$ cat src/krd_pkg.sv
// Package for the KISS response deframer.
// Holds the KISS framing codes, body constants and the controller/datapath structs.
// No dependencies; the other files that use it refer to it by scoped names.
package krd_pkg;

    // KISS framing characters.
    localparam logic [7:0] FEND  = 8'hC0;
    localparam logic [7:0] FESC  = 8'hDB;
    localparam logic [7:0] TFEND = 8'hDC;
    localparam logic [7:0] TFESC = 8'hDD;

    // Smallest frame that carries a message, and the fixed second body byte.
    localparam int unsigned MIN_STORED = 6;
    localparam logic [7:0]  BODY_MARK  = 8'd6;

    // Commands from the controller to the datapath.
    typedef struct packed {
        logic take;   // an input request is accepted this cycle
        logic rd;     // read the frame store for the current body byte
        logic load;   // load the current body byte into the output register
    } t_dp_cmd;

    // Status from the datapath to the controller.
    typedef struct packed {
        logic close_ok;  // the byte on the input closes a frame long enough to emit
        logic last;      // the current body byte is the final one of the message
        logic out_free;  // the output register can take a new request this cycle
    } t_dp_status;

endpackage

$ cat src/krd_if.sv
// Valid/ready channel interfaces of the KISS response deframer.
// krd_rx_if carries received serial bytes, krd_body_if carries decoded body bytes.
// Depends on nothing.
interface krd_rx_if;
    logic       valid;
    logic       ready;
    logic [7:0] rx_byte;

    modport source (output valid, output rx_byte, input ready);
    modport sink   (input valid, input rx_byte, output ready);
endinterface

interface krd_body_if;
    logic       valid;
    logic       ready;
    logic [7:0] body_byte;
    logic [7:0] message_id;
    logic [4:0] body_length;
    logic       last;

    modport source (output valid, output body_byte, output message_id,
                    output body_length, output last, input ready);
    modport sink   (input valid, input body_byte, input message_id,
                    input body_length, input last, output ready);
endinterface

$ cat src/krd_ctrl.sv
// Controller of the KISS response deframer: receive, then read/load per body byte.
// Depends on krd_pkg for the command and status structs.
module krd_ctrl (
    input  logic                i_clk,
    input  logic                i_rst_n,
    input  logic                i_rx_valid,
    output logic                o_rx_ready,
    input  krd_pkg::t_dp_status i_status,
    output krd_pkg::t_dp_cmd    o_cmd
);

    localparam logic [1:0] S_RECV = 2'd0;
    localparam logic [1:0] S_READ = 2'd1;
    localparam logic [1:0] S_LOAD = 2'd2;

    logic [1:0] r_state;
    logic [1:0] n_state;
    logic       take;

    // Input requests are taken only while no message is being emitted.
    assign o_rx_ready = (r_state == S_RECV);
    assign take       = i_rx_valid && o_rx_ready;

    // Commands to the datapath.
    always_comb begin
        o_cmd.take = take;
        o_cmd.rd   = (r_state == S_READ);
        o_cmd.load = (r_state == S_LOAD) && i_status.out_free;
    end

    // Next state.
    always_comb begin
        n_state = r_state;
        unique case (r_state)
            S_RECV: begin
                if (take && i_status.close_ok) begin
                    n_state = S_READ;
                end
            end
            S_READ: begin
                n_state = S_LOAD;
            end
            S_LOAD: begin
                if (i_status.out_free) begin
                    n_state = i_status.last ? S_RECV : S_READ;
                end
            end
            default: begin
                n_state = S_RECV;
            end
        endcase
    end

    always_ff @(posedge i_clk) begin
        if (!i_rst_n) begin
            r_state <= S_RECV;
        end else begin
            r_state <= n_state;
        end
    end

endmodule

$ cat src/krd_datapath.sv
// Datapath of the KISS response deframer: unescaping, frame store and output register.
// Depends on krd_pkg for framing codes and the command and status structs.
module krd_datapath #(
    parameter int FRAME_DEPTH = 32
) (
    input  logic                i_clk,
    input  logic                i_rst_n,
    input  logic [7:0]          i_rx_byte,
    input  krd_pkg::t_dp_cmd    i_cmd,
    output krd_pkg::t_dp_status o_status,
    input  logic                i_out_ready,
    output logic                o_out_valid,
    output logic [7:0]          o_body_byte,
    output logic [7:0]          o_message_id,
    output logic [4:0]          o_body_length,
    output logic                o_last
);

    localparam int AW = $clog2(FRAME_DEPTH);
    localparam int CW = $clog2(FRAME_DEPTH + 1);
    localparam int LW = (CW > 5) ? CW : 5;

    // Frame receive state.
    logic          r_in_frame, n_in_frame;
    logic          r_esc,      n_esc;
    logic [CW-1:0] r_fill,     n_fill;

    // Frame store and the two header bytes kept aside.
    logic [7:0]    r_mem [FRAME_DEPTH];
    logic [7:0]    r_type;
    logic [7:0]    r_id;
    logic [7:0]    r_rd;

    // Emission state.
    logic [CW-1:0] r_k;
    logic          r_out_valid, n_out_valid;
    logic [7:0]    r_out_byte;
    logic [7:0]    r_out_id;
    logic [4:0]    r_out_len;
    logic          r_out_last;

    logic          is_fend;
    logic          is_fesc;
    logic [7:0]    dec_byte;
    logic          store_en;
    logic          has_room;
    logic [CW-1:0] rd_sum;
    logic [AW-1:0] rd_addr;
    logic [AW-1:0] wr_addr;
    logic [CW:0]   k_end;
    logic [LW-1:0] len_wide;

    assign is_fend  = (i_rx_byte == krd_pkg::FEND);
    assign is_fesc  = (i_rx_byte == krd_pkg::FESC);
    assign has_room = (r_fill < CW'(FRAME_DEPTH));
    assign wr_addr  = r_fill[AW-1:0];

    // Undo the escape on the byte after FESC.
    always_comb begin
        dec_byte = i_rx_byte;
        if (r_esc) begin
            if (i_rx_byte == krd_pkg::TFEND) begin
                dec_byte = krd_pkg::FEND;
            end else if (i_rx_byte == krd_pkg::TFESC) begin
                dec_byte = krd_pkg::FESC;
            end
        end
    end

    // Frame state update on each accepted request.
    always_comb begin
        n_in_frame = r_in_frame;
        n_esc      = r_esc;
        n_fill     = r_fill;
        store_en   = 1'b0;
        if (i_cmd.take) begin
            if (!r_in_frame) begin
                if (is_fend) begin
                    n_in_frame = 1'b1;
                    n_fill     = '0;
                end
            end else if (is_fend) begin
                n_in_frame = 1'b0;
            end else if (is_fesc) begin
                n_esc = 1'b1;
            end else begin
                n_esc = 1'b0;
                if (has_room) begin
                    store_en = 1'b1;
                    n_fill   = r_fill + CW'(1);
                end
            end
        end
    end

    always_ff @(posedge i_clk) begin
        if (!i_rst_n) begin
            r_in_frame <= 1'b0;
            r_esc      <= 1'b0;
            r_fill     <= '0;
        end else begin
            r_in_frame <= n_in_frame;
            r_esc      <= n_esc;
            r_fill     <= n_fill;
        end
    end

    // Frame store writes; the type and id bytes are also kept in registers.
    always_ff @(posedge i_clk) begin
        if (store_en) begin
            r_mem[wr_addr] <= dec_byte;
            if (r_fill == CW'(0)) begin
                r_type <= dec_byte;
            end
            if (r_fill == CW'(1)) begin
                r_id <= dec_byte;
            end
        end
    end

    // Body byte k (from two on) comes from stored byte k + 2.
    assign rd_sum  = r_k + CW'(2);
    assign rd_addr = rd_sum[AW-1:0];

    always_ff @(posedge i_clk) begin
        if (i_cmd.rd) begin
            r_rd <= r_mem[rd_addr];
        end
    end

    // Body byte counter: cleared by every request, advanced on each load.
    always_ff @(posedge i_clk) begin
        if (!i_rst_n) begin
            r_k <= '0;
        end else if (i_cmd.take) begin
            r_k <= '0;
        end else if (i_cmd.load) begin
            r_k <= r_k + CW'(1);
        end
    end

    // The body holds fill - 2 bytes, so byte k is the last when k + 3 equals fill.
    assign k_end    = {1'b0, r_k} + (CW + 1)'(3);
    assign len_wide = LW'(r_fill) - LW'(2);

    // Output register.
    assign n_out_valid = i_cmd.load ? 1'b1 : (i_out_ready ? 1'b0 : r_out_valid);

    always_ff @(posedge i_clk) begin
        if (!i_rst_n) begin
            r_out_valid <= 1'b0;
        end else begin
            r_out_valid <= n_out_valid;
        end
    end

    always_ff @(posedge i_clk) begin
        if (i_cmd.load) begin
            if (r_k == CW'(0)) begin
                r_out_byte <= r_type;
            end else if (r_k == CW'(1)) begin
                r_out_byte <= krd_pkg::BODY_MARK;
            end else begin
                r_out_byte <= r_rd;
            end
            r_out_id   <= r_id;
            r_out_len  <= len_wide[4:0];
            r_out_last <= o_status.last;
        end
    end

    // Status to the controller.
    always_comb begin
        o_status.close_ok = r_in_frame && is_fend && (r_fill >= CW'(krd_pkg::MIN_STORED));
        o_status.last     = (k_end == {1'b0, r_fill});
        o_status.out_free = !r_out_valid || i_out_ready;
    end

    assign o_out_valid   = r_out_valid;
    assign o_body_byte   = r_out_byte;
    assign o_message_id  = r_out_id;
    assign o_body_length = r_out_len;
    assign o_last        = r_out_last;

endmodule

$ cat src/kiss_response_deframer.sv
// Top level of the KISS response deframer: controller plus datapath.
// Depends on krd_pkg, krd_if (krd_rx_if, krd_body_if), krd_ctrl and krd_datapath.
//
//   Channel  Dir  Carries                                      Handshake
//   i_rx     in   rx_byte, one received serial byte            valid/ready
//   o_body   out  body_byte, message_id, body_length, last     valid/ready
//
// A byte that does not close a frame is taken back to back.
// A closing FEND of a frame with n stored bytes (n >= 6) starts the emission of
// n - 2 body bytes, each by a frame store read and then an output load, while
// no input request is taken; the output register can then stall the emission.
// Synchronous active-low reset clears the frame state and the output valid;
// the frame store needs no clearing since only bytes of the current frame are read.
module kiss_response_deframer #(
    parameter int FRAME_DEPTH = 32
) (
    input  logic       i_clk,
    input  logic       i_rst_n,
    krd_rx_if.sink     i_rx,
    krd_body_if.source o_body
);

    krd_pkg::t_dp_cmd    cmd;
    krd_pkg::t_dp_status status;

    krd_ctrl u_ctrl (
        .i_clk      (i_clk),
        .i_rst_n    (i_rst_n),
        .i_rx_valid (i_rx.valid),
        .o_rx_ready (i_rx.ready),
        .i_status   (status),
        .o_cmd      (cmd)
    );

    krd_datapath #(
        .FRAME_DEPTH (FRAME_DEPTH)
    ) u_dp (
        .i_clk         (i_clk),
        .i_rst_n       (i_rst_n),
        .i_rx_byte     (i_rx.rx_byte),
        .i_cmd         (cmd),
        .o_status      (status),
        .i_out_ready   (o_body.ready),
        .o_out_valid   (o_body.valid),
        .o_body_byte   (o_body.body_byte),
        .o_message_id  (o_body.message_id),
        .o_body_length (o_body.body_length),
        .o_last        (o_body.last)
    );

endmodule

$ cat src/flat_wrapper.sv
// flat-port wrapper written by rule: the top's interface ports become plain ports
module kiss_response_deframer_flat 
#(
    parameter int FRAME_DEPTH = 32
)
  (i_clk, i_rst_n, i_rx_valid, i_rx_rx_byte, i_rx_ready, o_body_valid, o_body_body_byte, o_body_message_id, o_body_body_length, o_body_last, o_body_ready);
  krd_rx_if i_rx_i ();
  krd_body_if o_body_i ();
  input  logic i_clk;
  input  logic i_rst_n;
  input wire logic [$bits(i_rx_i.valid)-1:0] i_rx_valid;
  input wire logic [$bits(i_rx_i.rx_byte)-1:0] i_rx_rx_byte;
  output wire logic [$bits(i_rx_i.ready)-1:0] i_rx_ready;
  output wire logic [$bits(o_body_i.valid)-1:0] o_body_valid;
  output wire logic [$bits(o_body_i.body_byte)-1:0] o_body_body_byte;
  output wire logic [$bits(o_body_i.message_id)-1:0] o_body_message_id;
  output wire logic [$bits(o_body_i.body_length)-1:0] o_body_body_length;
  output wire logic [$bits(o_body_i.last)-1:0] o_body_last;
  input wire logic [$bits(o_body_i.ready)-1:0] o_body_ready;
  assign i_rx_i.valid = i_rx_valid;
  assign i_rx_i.rx_byte = i_rx_rx_byte;
  assign i_rx_ready = i_rx_i.ready;
  assign o_body_valid = o_body_i.valid;
  assign o_body_body_byte = o_body_i.body_byte;
  assign o_body_message_id = o_body_i.message_id;
  assign o_body_body_length = o_body_i.body_length;
  assign o_body_last = o_body_i.last;
  assign o_body_i.ready = o_body_ready;
  kiss_response_deframer #(.FRAME_DEPTH(FRAME_DEPTH)) u_core (.i_clk(i_clk), .i_rst_n(i_rst_n), .i_rx(i_rx_i), .o_body(o_body_i));
endmodule
$ cat config.mk
export PLATFORM = sky130hd
export DESIGN_NAME = kiss_response_deframer_flat
export DESIGN_NICKNAME = d
export VERILOG_FILES = /design/src/krd_pkg.sv /design/src/krd_if.sv /design/src/krd_ctrl.sv /design/src/krd_datapath.sv /design/src/kiss_response_deframer.sv /design/src/flat_wrapper.sv
export SDC_FILE = /design/constraint.sdc
export NUM_CORES = 1
export LEC_CHECK = 0
export BUFFER_PORTS_ARGS = -buffer_cell sky130_fd_sc_hd__buf_2
export CAP_MARGIN = 25
export CORE_AREA = 2 2 211 213
export CTS_CLUSTER_SIZE = 40
export DETAILED_ROUTE_END_ITERATION = 7
export DIE_AREA = 0 0 213 215
export PLACE_DENSITY = 0.43
export SLEW_MARGIN = 20
export SYNTH_ARGS = -nofsm -noshare
export SYNTH_HDL_FRONTEND = slang
export SYNTH_SLANG_ARGS = --single-unit
$ cat constraint.sdc
create_clock -name i_clk -period 2.45 [get_ports i_clk]
set_input_delay 0.1225 -clock i_clk [delete_from_list [all_inputs] [get_ports i_clk]]
set_output_delay 0.1225 -clock i_clk [all_outputs]
set_load 0.02 [all_outputs]
==> results of run 1 <==
==> power breakdown <==
group | switching (mW) | internal [mW]
logic | 0.140 | 0.0470
clock network | 2.16 | 3.23
registers | 0.00375 | 5.96
total | 2.30 | 9.24
==> critical path, stage by stage, from the launching register on <==
cell,delay (ps)
dfxtp_1,430
ha_1,300
xor2_4,240
buf_12,230
nor2b_1,100
a2111oi_1,560
buf_4,200
nor4_1,50
==> registers in the layout, indices dropped and copies added (netlist names) <==
register	cells
u_core.u_dp.r_mem	256
u_core.u_dp.o_body_byte	8
u_core.u_dp.o_message_id	8
u_core.u_dp.r_id	8
u_core.u_dp.r_rd	8
u_core.u_dp.r_type	8
u_core.u_dp.r_fill	6
u_core.u_dp.r_k	6
u_core.u_dp.o_body_length	5
u_core.u_ctrl.r_state	2
u_core.u_dp.o_last	1
u_core.u_dp.o_out_valid	1
u_core.u_dp.r_esc	1
u_core.u_dp.r_in_frame	1
==> layer usage <==
metal,track usage [%],vias to the layer above,part of all wire [%]
li1,-,3072,-
met1,19.07,3553,45
met2,23.21,120,48
met5,0,-,0
met3,2.762,52,4.1
met4,5.268,0,2.7
==> layout by cell type, fill, tap and decap left out, types with 11 or more instances in the layout <==
cell	n
edfxtp_1	302
buf_4	88
mux4_2	64
nor2_1	46
clkbuf_16	39
buf_2	36
nor2b_1	19
nand3_1	17
and3_1	17
mux2i_1	16
dfxtp_1	15
ha_1	14
nand2_1	12
nor4_1	11
a21oi_1	11
==> kinds of logic after synthesis <==
| logic type | Yosys count | synth area share [%] |
|---|---|---|
| flip-flops | 319 | 72.84 |
| adder cells (fa/ha/maj) | 15 | 1.453 |
| multiplexers | 80 | 12.40 |
| AND/OR/NAND/NOR | 159 | 6.625 |
| AO/OA/AOI/OAI | 56 | 3.313 |
| XOR/XNOR | 18 | 1.220 |
| buffers and inverters | 51 | 2.150 |
==> metrics by stage <==
step	TNS, ps	power [mW]	setup slack (ps)	instances
after global routing	0	11.93	1.080	1449
after global placement	-352.7	6.260	-95.79	1378
after floorplan	0	6.163	89.68	698
after detailed placement	-388.5	6.271	-134.7	1379
final	0	11.54	87.59	1449
after CTS	0	11.72	11.06	1449
==> what timing repair did <==
item / 4_1_cts / 5_1_grt
gates cloned: 0 / 0
hold buffers: 2 / 0
endpoints found under the setup margin: 7 / 5
endpoints found under the hold margin: 2 / 0
resized for setup: 9 / 8
==> layout make-up <==
type | instances | area, µm² | area share (%)
repair buffers | 132 | 980.9 | 6.255
well taps | 592 | 740.7 | 4.723
multi-input cells | 328 | 3322 | 21.18
inverters | 10 | 37.54 | 0.2393
clock buffers | 48 | 1010 | 6.439
clock inverters | 20 | 177.7 | 1.133
flip-flops and latches | 319 | 9414 | 60.03
==> worst min-delay path by stage <==
stage	from	to	slack, ps
global placement	u_core.u_dp.r_id[6]	u_core.u_dp.o_message_id[6]	400
finish	i_rx_rx_byte[0]	u_core.u_dp.r_in_frame	120
detailed placement	u_core.u_dp.r_id[0]	u_core.u_dp.o_message_id[0]	400
CTS	i_rx_rx_byte[0]	u_core.u_dp.r_in_frame	90
global route	i_rx_rx_byte[0]	u_core.u_dp.r_in_frame	120
floorplan	i_rst_n	u_core.u_dp.r_fill[3]	260
==> results.toml, run 1 <==
[worst_setup_path]
reg2reg_to = "u_core.u_dp.r_rd[6]"
r2r_slack_ps = 90
crit_path_start_kind = "flop"
endpoint = "u_core.u_dp.r_rd[6]"
crit_path_end_kind = "flop"
crit_path_start = "u_core.u_dp.r_k[2]"
required_ps = 2740
critical_path.reg2reg.startpoint = "u_core.u_dp.r_k[2]"
cp.arrival_ps = 2650
worstSetupPathType = "flop to flop"
critPathMaxFanout = 32
r2r_cells = 7

[yosys]
ys_ff_latch = 319
yosys.cell_count.top_type = "edfxtp_1"
synth-async-reset-ratio_pct = 0
synth_top_cells_by_area = "edfxtp_1, mux4_2, dfxtp_1, ha_1, nor2_1"
syn_area_per_cell_um2 = 18.51
yosys-top-cells-count = "edfxtp_1, mux4_2, nor2_1, clkbuf_1, nor2b_1"
synth_ff_type = "edfxtp_1"
synth_edf_count = 302
yosysSeqAreaShare_pct = 72.84
syn_area_um2 = 12920
synth_top_area_cell = "edfxtp_1"
synthCells = 698
syn_nets = 725
ys_warn_count = 0
synthDistinctLibCells = 53
yosys.area.top_type_share_pct = 70.21

[grt]
grt_max_degree = 38
grt.total_usage_pct = 14.32
grt-ovfl-total = 0
grt_pass1_wl_um = 47530
antenna_found_initial = 0
grt_pass1_vias = 7319

[status]
status = "finished, final reports clean"

[power_and_ir_drop]
ir_drop_mv = 0.5105
leakagePower_nw = 5.042
power_density_nw_per_um2 = 736.1

[hold_path]
whs_path_depth = 5
hold_path.class = "input port to flop"

[floorplanning]
num_rows = 77
die_w_um = 213
coreArea_um2 = 43640
die-area_um2 = 45800
die_h_um = 215
io_pins = 36
start_util_pct = 29.60

[route]
drtAntennaViolNets = 0
drtIter0Drc = 489
avgViaCountPerCell = 4.691
routed_wl_um = 31900
wl_per_cell_um = 22.02
drc = 0
vias = 6797
dr.pass1.iters = 4

[final_layout]
nets = 855
nFillCells = 4130
num_antenna_cells = 0
fin_util_pct = 35.93
areaGrowthSynthToFinish_pct = 21.41
postLayoutCellArea_um2 = 15680
drive_gt1_share_pct = 30.92

[place]
place_area_um2 = 14410
portBuffers = 35
gp_congestion = 0.7525
place_hpwl_um = 19990

[flow_run]
maxCapViolCount = 0

[timing]
maxSlewHeadroom_pct = 51.30
min_period_ps = 2362
finalSetupViolCount = 0
fin_skew_ps = 18.81
holdWs_ps = 119.4
tightest_slew_ps = 712.0
fin_crit_sh_pct = 96.42
hold_viol_final = 0
rsz0062_at_grt = "false"
slew_viol_final = 0
fmax_mhz = 423.3

[clock_tree]
clockRootBuffer = "clkbuf_16"
cts.sinks = 319
cts.clk_slew.worst_paths_ps = 60
cts_buffers = 37
htree_levels = 2
cts_setup_buffers = 0
cts_tree = "built"
clk-insertion-delay-late_ps = 540
cts_buffer_depth = 3
Power figures use the tool's default switching activity.
==> inputs of run 2 (changes only) <==
Settings changed: CORE_AREA 2 2 211 213 to 2 2 157 159, DIE_AREA 0 0 213 215 to 0 0 159 161, PLACE_DENSITY 0.43 to 0.68, SYNTH_HIERARCHICAL set to 1.
Clock period 2.45 ns to 2.7 ns, I/O delays scaled along.
==> run 2 against run 1 <==
Against the previous run: global-route usage increased by 6.8 points; sequential power decreased by 9.5%; synthesized cell count unchanged; final cell count decreased by 22%; non-clock buffer count decreased by 33; utilization increased by 26 points; design area decreased by 5.9%; synthesized area about the same; routed wire length decreased by 15%; clock skew decreased by 4.9 ps.
==> results.toml, run 2 <==
[status]
status = "finished, final reports clean"

[place]
place_hpwl_um = 16470
pre_cts_ws_ps = 63.83
dp_cells = 1073
portBuffers = 35
gp_congestion = 0.8511

[route]
vias = 6818
wl_met3_um = 1805
dr.pass1.iters = 6
drtAntennaViolNets = 0
m1WireLength_um = 11170
top_layer = "met4"
avgViaCountPerCell = 6.018
routed_wl_um = 27090
drtIter0Drc = 762
wl_met2_um = 12970
wl_per_cell_um = 23.91
drc = 0

[worst_setup_path]
crit_slowest_cell = "a2111oi_0"
cp.arrival_ps = 2860
crit_path_start_kind = "flop"
critPathMaxFanout = 48
critPathMaxStageDelay_ps = 730
reg2reg_to = "u_core/u_dp/r_rd[1]"
critical_path.reg2reg.startpoint = "u_core/u_dp/r_k[2]"
r2r_slack_ps = 110
r2r_cells = 6
crit_path_end_kind = "flop"
worstSetupPathType = "flop to flop"
required_ps = 2970
cp_cell_sequence = "ha_1, xor2_4, buf_12, nor2b_1, a2111oi_0, nor4_1"

[yosys]
syn_area_per_cell_um2 = 18.49
yosys.cell_count.top_type = "edfxtp_1"
synth_edf_count = 302
yosys-top-cells-count = "edfxtp_1, mux4_2, nor2_1"
syn_area_um2 = 12910
synthDistinctLibCells = 53
synth_top_cells_by_area = "edfxtp_1, mux4_2, dfxtp_1, mux2i_1, ha_1"
synthCells = 698
syn_nets = 724
synth_top_area_cell = "edfxtp_1"
ys_ff_latch = 319
synth_ff_type = "edfxtp_1"
yosys.area.top_type_share_pct = 70.27
yosysSeqAreaShare_pct = 72.90
synth-async-reset-ratio_pct = 0
ys_warn_count = 6

[power_and_ir_drop]
power_density_nw_per_um2 = 646.0
p_int_mw = 7.708
power_frac_seq_pct = 56.6
p_sw_mw = 1.824
combPwrFrac_pct = 1.2
swShare_pct = 19.14
leakagePower_nw = 4.676
ir_drop_mv = 0.4999
clkPwrFrac_pct = 42.2

[floorplanning]
die_w_um = 159
coreArea_um2 = 23960
die-area_um2 = 25600
num_rows = 57
die_h_um = 161
start_util_pct = 53.86
io_pins = 36

[timing]
holdWs_ps = 107.2
hold_viol_final = 0
fin_crit_sh_pct = 96.07
setup_tns_ps = 0
fin_skew_ps = 13.91
tightest_slew_ps = 803.1
slew_viol_final = 0
setup_ws_ps = 106.1
maxSlewHeadroom_pct = 45.08
rsz0062_at_grt = "false"
fmax_mhz = 385.5
min_period_ps = 2594
finalSetupViolCount = 0

[hold_path]
whs_path_depth = 4
holdPathEnd = "u_core/u_dp/r_esc"
hold_start = "i_rx_rx_byte[4]"
hold_path.class = "input port to flop"

[final_layout]
areaGrowthSynthToFinish_pct = 14.34
largest_reg_flops = 256
fin_cells = 1133
layout_common_cells = "edfxtp_1, mux4_2, buf_4"
drive_gt1_share_pct = 26.11
final_common_cell = "edfxtp_1"
fin_util_pct = 61.58
nets = 812
largest_register = "u_core/u_dp/r_mem"

[clock_tree]
cts_buffers = 31
htree_levels = 1
cts_buffer_depth = 3
cts.sinks = 319
cts.clk_slew.worst_paths_ps = 60
clk-insertion-delay-late_ps = 550
clockRootBuffer = "clkbuf_16"
cts_tree = "built"

[grt]
grt_max_degree = 49
antenna_found_initial = 1
grt_pass1_vias = 6913
grt_pass1_wl_um = 41010
grt.total_usage_pct = 21.16
grt-ovfl-total = 0

[flow_run]
maxCapViolCount = 0
==> run 2: cell count changes in the layout (fill, tap and decap cells not counted), sizes merged, moves of 2 or more <==
cell,previous run,this run
a211o,1,4
a221o,2,0
a311oi,3,1
buf,130,95
clkbuf,48,39
mux2i,16,18
nor2,47,44
o2111ai,0,2
o221ai,0,2
or3,6,8
xor2,10,8
==> run 2: cells by family (layout without fill, tap and decap cells) <==
logic type               Yosys count  after routing  synth area share [%]
AO/OA/AOI/OAI                     60             60                 3.510
XOR/XNOR                          16             16                 1.086
adder cells (fa/ha/maj)           14             14                 1.357
buffers and inverters             56            166                 2.317
flip-flops                       319            319                 72.90
multiplexers                      82             82                 12.56
other                              0              1                     0
AND/OR/NAND/NOR                  151            151                 6.263
==> run 2: how the worst max path moves through the flow <==
| stage | start | to | slack [ps] | cells after the start |
|---|---|---|---|---|
| 2_1_floorplan | u_core/u_dp/r_esc | u_core/u_dp/r_id[2] | 340 | 2 |
| 6_report | u_core/u_dp/r_k[2] | u_core/u_dp/r_rd[1] | 110 | 6 |
| 5_1_grt | u_core/u_dp/r_k[2] | u_core/u_dp/r_rd[1] | 2 | 6 |
| 3_3_place_gp | u_core/u_dp/r_k[0] | u_core/u_dp/r_rd[5] | 90 | 5 |
| 3_5_place_dp | u_core/u_dp/r_k[2] | u_core/u_dp/r_rd[5] | 60 | 6 |
| 4_1_cts | u_core/u_dp/r_k[0] | u_core/u_dp/r_rd[5] | 40 | 5 |
==> run 2: metrics by stage <==
stage / cell area, µm² / power [mW]
after CTS: 14750 / 9.597
after detailed placement: 13770 / 5.615
after global placement: 13770 / 5.607
final: 14760 / 9.532
after global routing: 14750 / 9.781
after floorplan: 12910 / 5.550
==> run 2: what timing repair did <==
item,in CTS,in global routing
endpoints found under the hold margin,4,0
buffers inserted,0,0
gates resized for setup,0,1
endpoints found under the setup margin,0,1
hold buffers,3,0
==> run 2: area by class of cell <==
cell class,instances,area [µm²]
Multi-Input combinational cell,323,3222
Fill cell,1659,9206
Timing Repair Buffer,99,725.7
Clock inverter,17,140.1
Antenna cell,1,2.502
Sequential cell,319,9414
Clock buffer,38,802.0
Tap cell,324,405.4
Inverter,12,45.04
==> run 2: layer usage <==
layer,up-vias,global-route usage (%)
met3,61,3.441
met2,289,33.99
met1,3489,29.14
met4,0,9.380
met5,-,0
li1,2979,-
==> run 2: critical path: cells and delay by family, from the launching register on <==
kind,cells,cell delay (ps)
buffers and inverters,1,270
AOI/OAI and AO/OA,1,730
xor gates and xnor gates,1,190
adders and majority gates,1,370
DFF,1,520
and+or+nand+nor,2,220
==> run 2: power by group through the flow <==
stage	Combinational, mW	Clock [mW]	Sequential (mW)
after floorplan	0.0440	0	5.51
after global placement	0.104	0	5.50
after detailed placement	0.112	0	5.50
after CTS	0.116	4.08	5.40
after global routing	0.124	4.26	5.39
final	0.115	4.02	5.40
==> inputs of run 3 (changes only) <==
Settings changed: PLACE_DENSITY 0.68 to 0.71.
==> run 3 against run 2 <==
Against the previous run: count of clock-buffer cells in the layout rose by 2; total power is 6.8% higher; global-route usage is 0.71 points higher; sequential share of layout area down 0.85 points; routed wire length up 0.83%; final cell count increased by 0.44%; design area grew 1.3%; critical path depth stayed put; combinational power barely moved; maximum frequency up 3.0%; non-clock buffer count grew 4.
==> results.toml, run 3 (synthesis gave the netlist of run 2 again) <==
[status]
status = "finished, final reports clean"

[final_layout]
largest_reg_flops = 256
drive_gt1_share_pct = 27.52
final_common_cell = "edfxtp_1"
nFillCells = 1655
multiInputGateArea_um2 = 3228
regArea_um2 = 9414
nets = 816
postLayoutCellArea_um2 = 14960
layout_common_cells = "edfxtp_1, mux4_2, buf_4"
areaGrowthSynthToFinish_pct = 15.88
num_antenna_cells = 0
largest_register = "u_core/u_dp/r_mem"

[floorplanning]
num_rows = 57
die-area_um2 = 25600
die_w_um = 159
start_util_pct = 53.86
die_h_um = 161
io_pins = 36
coreArea_um2 = 23960

[clock_tree]
cts.sinks = 319
clockRootBuffer = "clkbuf_16"
cts_tree = "built"
hold_buffers = 3
cts_buffers = 31
cts.clk_slew.worst_paths_ps = 60
cts_setup_buffers = 0
clk-insertion-delay-late_ps = 560
cts-resized-gates = 0
htree_levels = 1
cts_buffer_depth = 3

[timing]
maxSlewHeadroom_pct = 35.51
fin_skew_ps = 13.95
min_period_ps = 2518
fin_crit_sh_pct = 93.26
tightest_slew_ps = 943.0
setup_tns_ps = 0
rsz0062_at_grt = "false"
slew_viol_final = 0
finalSetupViolCount = 0
hold_viol_final = 0
fmax_mhz = 397.1

[power_and_ir_drop]
ir_drop_mv = 0.4077
power_density_nw_per_um2 = 680.6
leakagePower_nw = 4.803

[place]
gp_congestion = 0.8150
place_area_um2 = 13800
place_hpwl_um = 16830
portBuffers = 35

[worst_setup_path]
critPathTopFamily = "compound AO/OA/AOI/OAI gates"
required_ps = 2960
crit_buf_inv = 2
crit_path_start_kind = "flop"
cp_cell_sequence = "buf_12, nand3_1, xor2_1, buf_4, a2111oi_0, nor4_1"
worstSetupPathType = "flop to flop"
cp.arrival_ps = 2780
crit_slowest_cell = "a2111oi_0"
crit_path_end_kind = "flop"
critPathMaxStageDelay_ps = 820
critPathMaxFanout = 47

[grt]
grt.total_usage_pct = 21.87
grt_pass1_vias = 7036
antenna_found_initial = 0
grt_max_degree = 48
grt-ovfl-total = 0
grt_pass1_wl_um = 42320

[route]
vias = 6942
drtIter0Drc = 857
avgViaCountPerCell = 6.100
dr.pass1.iters = 5
drc = 0
drtAntennaViolNets = 0
routed_wl_um = 27320
wl_per_cell_um = 24.01

[hold_path]
hold_path.class = "input port to flop"

[flow_run]
maxCapViolCount = 0
run 3: final cells by class:
type                            instances  area share [%]
Sequential cell                       319           62.95
Multi-Input combinational cell        323           21.58
Clock buffer                           40           5.748
Timing Repair Buffer                  103           4.969
Tap cell                              324           2.711
Clock inverter                         17           1.740
Inverter                               12          0.3012
run 3: per-stage QoR:
stage	setup WS (ps)	hold WS [ps]	std cells	total power [mW]	utilization [%]
2_1_floorplan	343.5	252.6	698	5.550	-
3_3_place_gp	301.9	406.5	1078	5.606	57.58
3_5_place_dp	187.1	404.5	1078	5.615	57.58
4_1_cts	150.2	66.77	1138	10.24	62.38
5_1_grt	27.13	107.5	1138	10.44	62.41
6_report	182.0	86.31	1138	10.18	62.41
run 3: routing by layer:
layer,track usage (%),vias to the layer above,wire length (µm)
met4,8.140,0,962
met2,36.05,338,13260
met1,29.71,3536,11070
li1,-,2997,-
met3,3.903,71,2028
met5,0,-,0
run 3: final timing paths:
| kind | from | cells past startpoint | to | slack [ps] |
|---|---|---|---|---|
| min | i_rx_rx_byte[4] | 4 | u_core/u_dp/r_esc | 90 |
| min reg2reg | u_core/u_dp/r_id[2] | 0 | u_core/u_dp/o_message_id[2] | 420 |
| max reg2reg | u_core/u_dp/r_k[1] | 6 | u_core/u_dp/r_rd[7] | 180 |
| max | u_core/u_dp/r_k[1] | 6 | u_core/u_dp/r_rd[7] | 180 |
run 3: worst min-delay path, cell delays in order:
cell	delay [ps]
buf_2	120
and4_1	180
nand4_1	100
a21oi_1	60
run 3: power breakdown:
part           internal (mW)  switching [mW]
clock                   2.90            1.77
combinational         0.0230          0.0920
sequential              5.40       0.0000606
total                   8.32            1.86
